**src/rtl/arpd_ram.sv**
```systemverilog
// ----------------------------------------------------------------------------
// arpd_ram
// Simple dual-port RAM: one write port, one read port with registered data.
// ----------------------------------------------------------------------------
module arpd_ram #(
    parameter int WIDTH = 8,
    parameter int DEPTH = 4
) (
    input  logic                     clk,
    input  logic                     we,
    input  logic [$clog2(DEPTH)-1:0] waddr,
    input  logic [WIDTH-1:0]         wdata,
    input  logic [$clog2(DEPTH)-1:0] raddr,
    output logic [WIDTH-1:0]         rdata
);

    logic [WIDTH-1:0] mem [DEPTH];

    // Write, and a registered read
    always_ff @(posedge clk) begin
        if (we) begin
            mem[waddr] <= wdata;
        end
        rdata <= mem[raddr];
    end

endmodule

```
**config.mk**
```make
export PLATFORM = sky130hd
export DESIGN_NAME = arpd_ram
export DESIGN_NICKNAME = d
export VERILOG_FILES = /design/src/rtl/arpd_ram.sv
export SDC_FILE = /design/constraint.sdc
export NUM_CORES = 1
export LEC_CHECK = 0
export BUFFER_PORTS_ARGS = -buffer_cell sky130_fd_sc_hd__clkbuf_2
export CAP_MARGIN = 15
export CELL_PAD_IN_SITES_DETAIL_PLACEMENT = 0
export CELL_PAD_IN_SITES_GLOBAL_PLACEMENT = 1
export CORE_ASPECT_RATIO = 0.9
export CORE_UTILIZATION = 50
export CTS_BUF_LIST = sky130_fd_sc_hd__clkbuf_16
export DETAILED_ROUTE_END_ITERATION = 10
export PLACE_DENSITY = 0.78
export SYNTH_ARGS = -nofsm -noshare
export SYNTH_HDL_FRONTEND = slang
export SYNTH_SLANG_ARGS = --single-unit
```
**constraint.sdc**
```tcl
create_clock -name clk -period 3.2 [get_ports clk]
set_input_delay 0.64 -clock clk [delete_from_list [all_inputs] [get_ports clk]]
set_output_delay 0.64 -clock clk [all_outputs]
set_load 0.01 [all_outputs]
```
* Yosys cells after proc, flatten, opt, wreduce, memory -nomap -nowiden
Memories as Yosys holds them, arrays and structs flattened. A register that Yosys moved wholly into a read port is not among the register bits. Cells that the tools add are included.
Storage, ports and cells: RAM bits 32, register bits 0, word-level logic and storage cells 3, memories kept 1, bits in latches 0, output and inout port bits 8, bits in read-only memories 0
Memory list:
- mem | words 4, width 8, read ports 1, clocked after memory_dff 1, wr ports 1, line 17 | logic [WIDTH-1:0] mem [DEPTH];
Cells by class: add/subtract/negate cells 0, shift operators 0, reductions and logical operators 0, bitwise logic cells 0, muxes and demuxes 2, eq/ne operators 0, order comparisons 0, multiply operators 0, div/mod/pow operators 0
Operators with widths (number):
- $mux W1 | 2

* Longest topological paths before layout
depth after elaboration 2, depth in mapped cells 2, mapped depth without buffers 1

* Worst setup path before layout
No wires, ideal clock.
kind input port to flip-flop, from input port waddr[0], to memory mem[0][0], enable pin, path slack 1.496 ns, required time 2.815 ns, stages on the path 1, setup time 0.385 ns, arrival time 1.319 ns, cell sequence nor3b_1
RTL lines:
- start: declaration | line 11 | input logic [$clog2(DEPTH)-1:0] waddr,
- end: declaration | line 17
No word-level cell before the write port.

* Final worst setup path
from register rdata[3], read port of mem, to output port rdata[3]
RTL lines:
- start: declaration | line 14 | output logic [WIDTH-1:0] rdata
No word-level cell between the ends.

==> reports/qor.yml <==
layout:
  layout-drive-gt1-share: 0.4512
  post-route-util: 0.6565
  areaGrowthSynthToFinish_pct: 22.17
  num_antenna_cells: 0
  fin_nets: 95
  final_common_cell: "edfxtp_1"
  layout_common_cells: "32 x edfxtp_1, 21 x clkbuf_2, 8 x mux4_2, 8 x dfxtp_1, 5 x clkbuf_16"
floorplanning:
  die_y_um: 51.27
  fp-row-count: 17
  die_area_sq_mm: 0.002909
  die_w_um: 56.75
  ioPinCount: 22
  coreArea_sq_mm: 0.002510
  initial_core_util: 0.5374
detailed_routing:
  antenna_left: 0
  vias: 599
  wire_per_inst_um: 17.11
  drtIter0Drc: 12
  wl_um: 1882
  drtPass1Iterations: 7
  route.detailed.drc: 2
  viasPerCell: 5.445
grt:
  grt_pass1_vias: 616
  gr-total-overflow: 0
  grtUsageTotal: 0.1552
  grt_pass1_wl_um: 2925
  grt_max_degree: 14
  antenna_found_initial: 0
sta:
  tightest_slew_ns: 0.4162
  rsz0062_at_grt: "false"
  max_slew_margin: 0.7225
  min_period_ns: 1.365
  clock_skew_ns: 0.004596
  hold_viol: 0
  fmax_ghz: 0.7326
  tns_ns: 0
  setup_violations: 0
  fin_crit_sh: 0.4266
  slew_viol_final: 0
clock_tree:
  cts.repair.resized: 0
  clock_sinks: 40
  clock_latency_ns: 0.28
  hold_buffers: 0
  tritoncts: "yes"
  h-tree-depth: 2
  numCtsBuffers: 5
  clk_path_buf_depth: 2
  root_buffer: "clkbuf_16"
  post_cts_buffers: 0
  path_clk_slew_ns: 0.06
synth:
  yosysWarningCount: 0
  synth_nets: 68
  netlist_instances: 54
  syn_area_sq_mm: 0.001349
  yosysUniqueCellTypes: 8
  syn_area_per_cell_sq_um: 24.98
  synth-seq-cells: 40
  ys_seq_area_frac: 0.8312
worst_setup_path:
  startpoint_type: "flip-flop"
  path_max_fanout: 1
  cp.buffers_inverters: 1
  cpMaxStageDelayCell: "dfxtp_1"
  critPathArrivalTime_ns: 0.73
  crit_family: "flip-flops"
  criticalPathCategory: "reg2out"
  cp_data_required_time_ns: 2.56
  crit_path_cell_trace: "clkbuf_2"
  slowest_delay_ns: 0.32
  setup.worst_path.end_class: "output pin"
status:
  outcome: "complete, but fails checks"
  violations: "design-rule violations"
power:
  leakagePower_nw: 0.6073
  p_per_area_mw_per_mm2: 730.7
  peakVddDrop_mv: 0.4093
placement:
  place.gp.congestion: 0.6577
  io_buffers: 21
run:
  timing.max_cap.violations: 0
hold_path:
  worst_hold_path_type: "reg2reg"
-- flip-flops by register name, indices dropped and copies added, names as in the netlist --
name / cells
mem: 32
rdata: 8
-- synth_stat cells --
cell type | count | area share
and3_1 | 1 | 0.0046
and3b_1 | 2 | 0.013
buf_6 | 1 | 0.0083
clkbuf_2 | 1 | 0.0037
dfxtp_1 | 8 | 0.12
edfxtp_1 | 32 | 0.71
mux4_2 | 8 | 0.13
nor3b_1 | 1 | 0.0056
-- metrics by stage --
step | area (sq um) | hold slack, ns | setup WS [ns] | std cells | power (mW)
after floorplan | 1349 | 0.5322 | 1.496 | 54 | 0.6416
after global placement | 1480 | 0.5348 | 1.595 | 102 | 0.6654
after detailed placement | 1480 | 0.5410 | 1.565 | 102 | 0.6698
after CTS | 1648 | 0.5543 | 1.820 | 110 | 1.218
after global routing | 1648 | 0.5672 | 1.799 | 110 | 1.244
final | 1648 | 0.5517 | 1.835 | 110 | 1.204
-- layout make-up --
cell class                 instances  area, sq um
multi-input combinational         12        211.5
fill                             171        862.1
sequential                        40         1121
tap                               28        35.03
timing repair buffer              22        112.6
clock buffer                       5        125.1
clock inverter                     3        42.54
-- per-layer routing --
| layer | wire, um | track usage | share of wire |
|---|---|---|---|
| met1 | 731 | 0.1558 | 0.39 |
| met2 | 1027 | 0.2718 | 0.55 |
| met3 | 87 | 0.07595 | 0.046 |
| met4 | 35 | 0.07317 | 0.019 |
| met5 | 0 | 0 | 0 |
-- cells by family (layout without fill, tap and decap cells) --
group,count (synthesis),count (layout),share of synthesized area
flops,40,40,0.8312
mux,8,8,0.1336
simple gates,4,4,0.02320
buf+inv,2,30,0.01206
-- report_power, final --
part	internal (mW)	switching, mW
registers	0.593	0.00680
clock network	0.366	0.181
logic	0.0286	0.0286
total	0.988	0.217
-- path summary, 6_finish.rpt --
check	startpoint	end	slack, ns	depth (start not counted)
hold / removal	mem[2][2]	rdata[2]	0.55	1
setup reg to reg	mem[3][0]	rdata[0]	2.24	1
setup / recovery	rdata[3]	rdata[3]	1.83	1
hold reg to reg	mem[2][2]	rdata[2]	0.55	1
(Power assumes the default switching activity.)
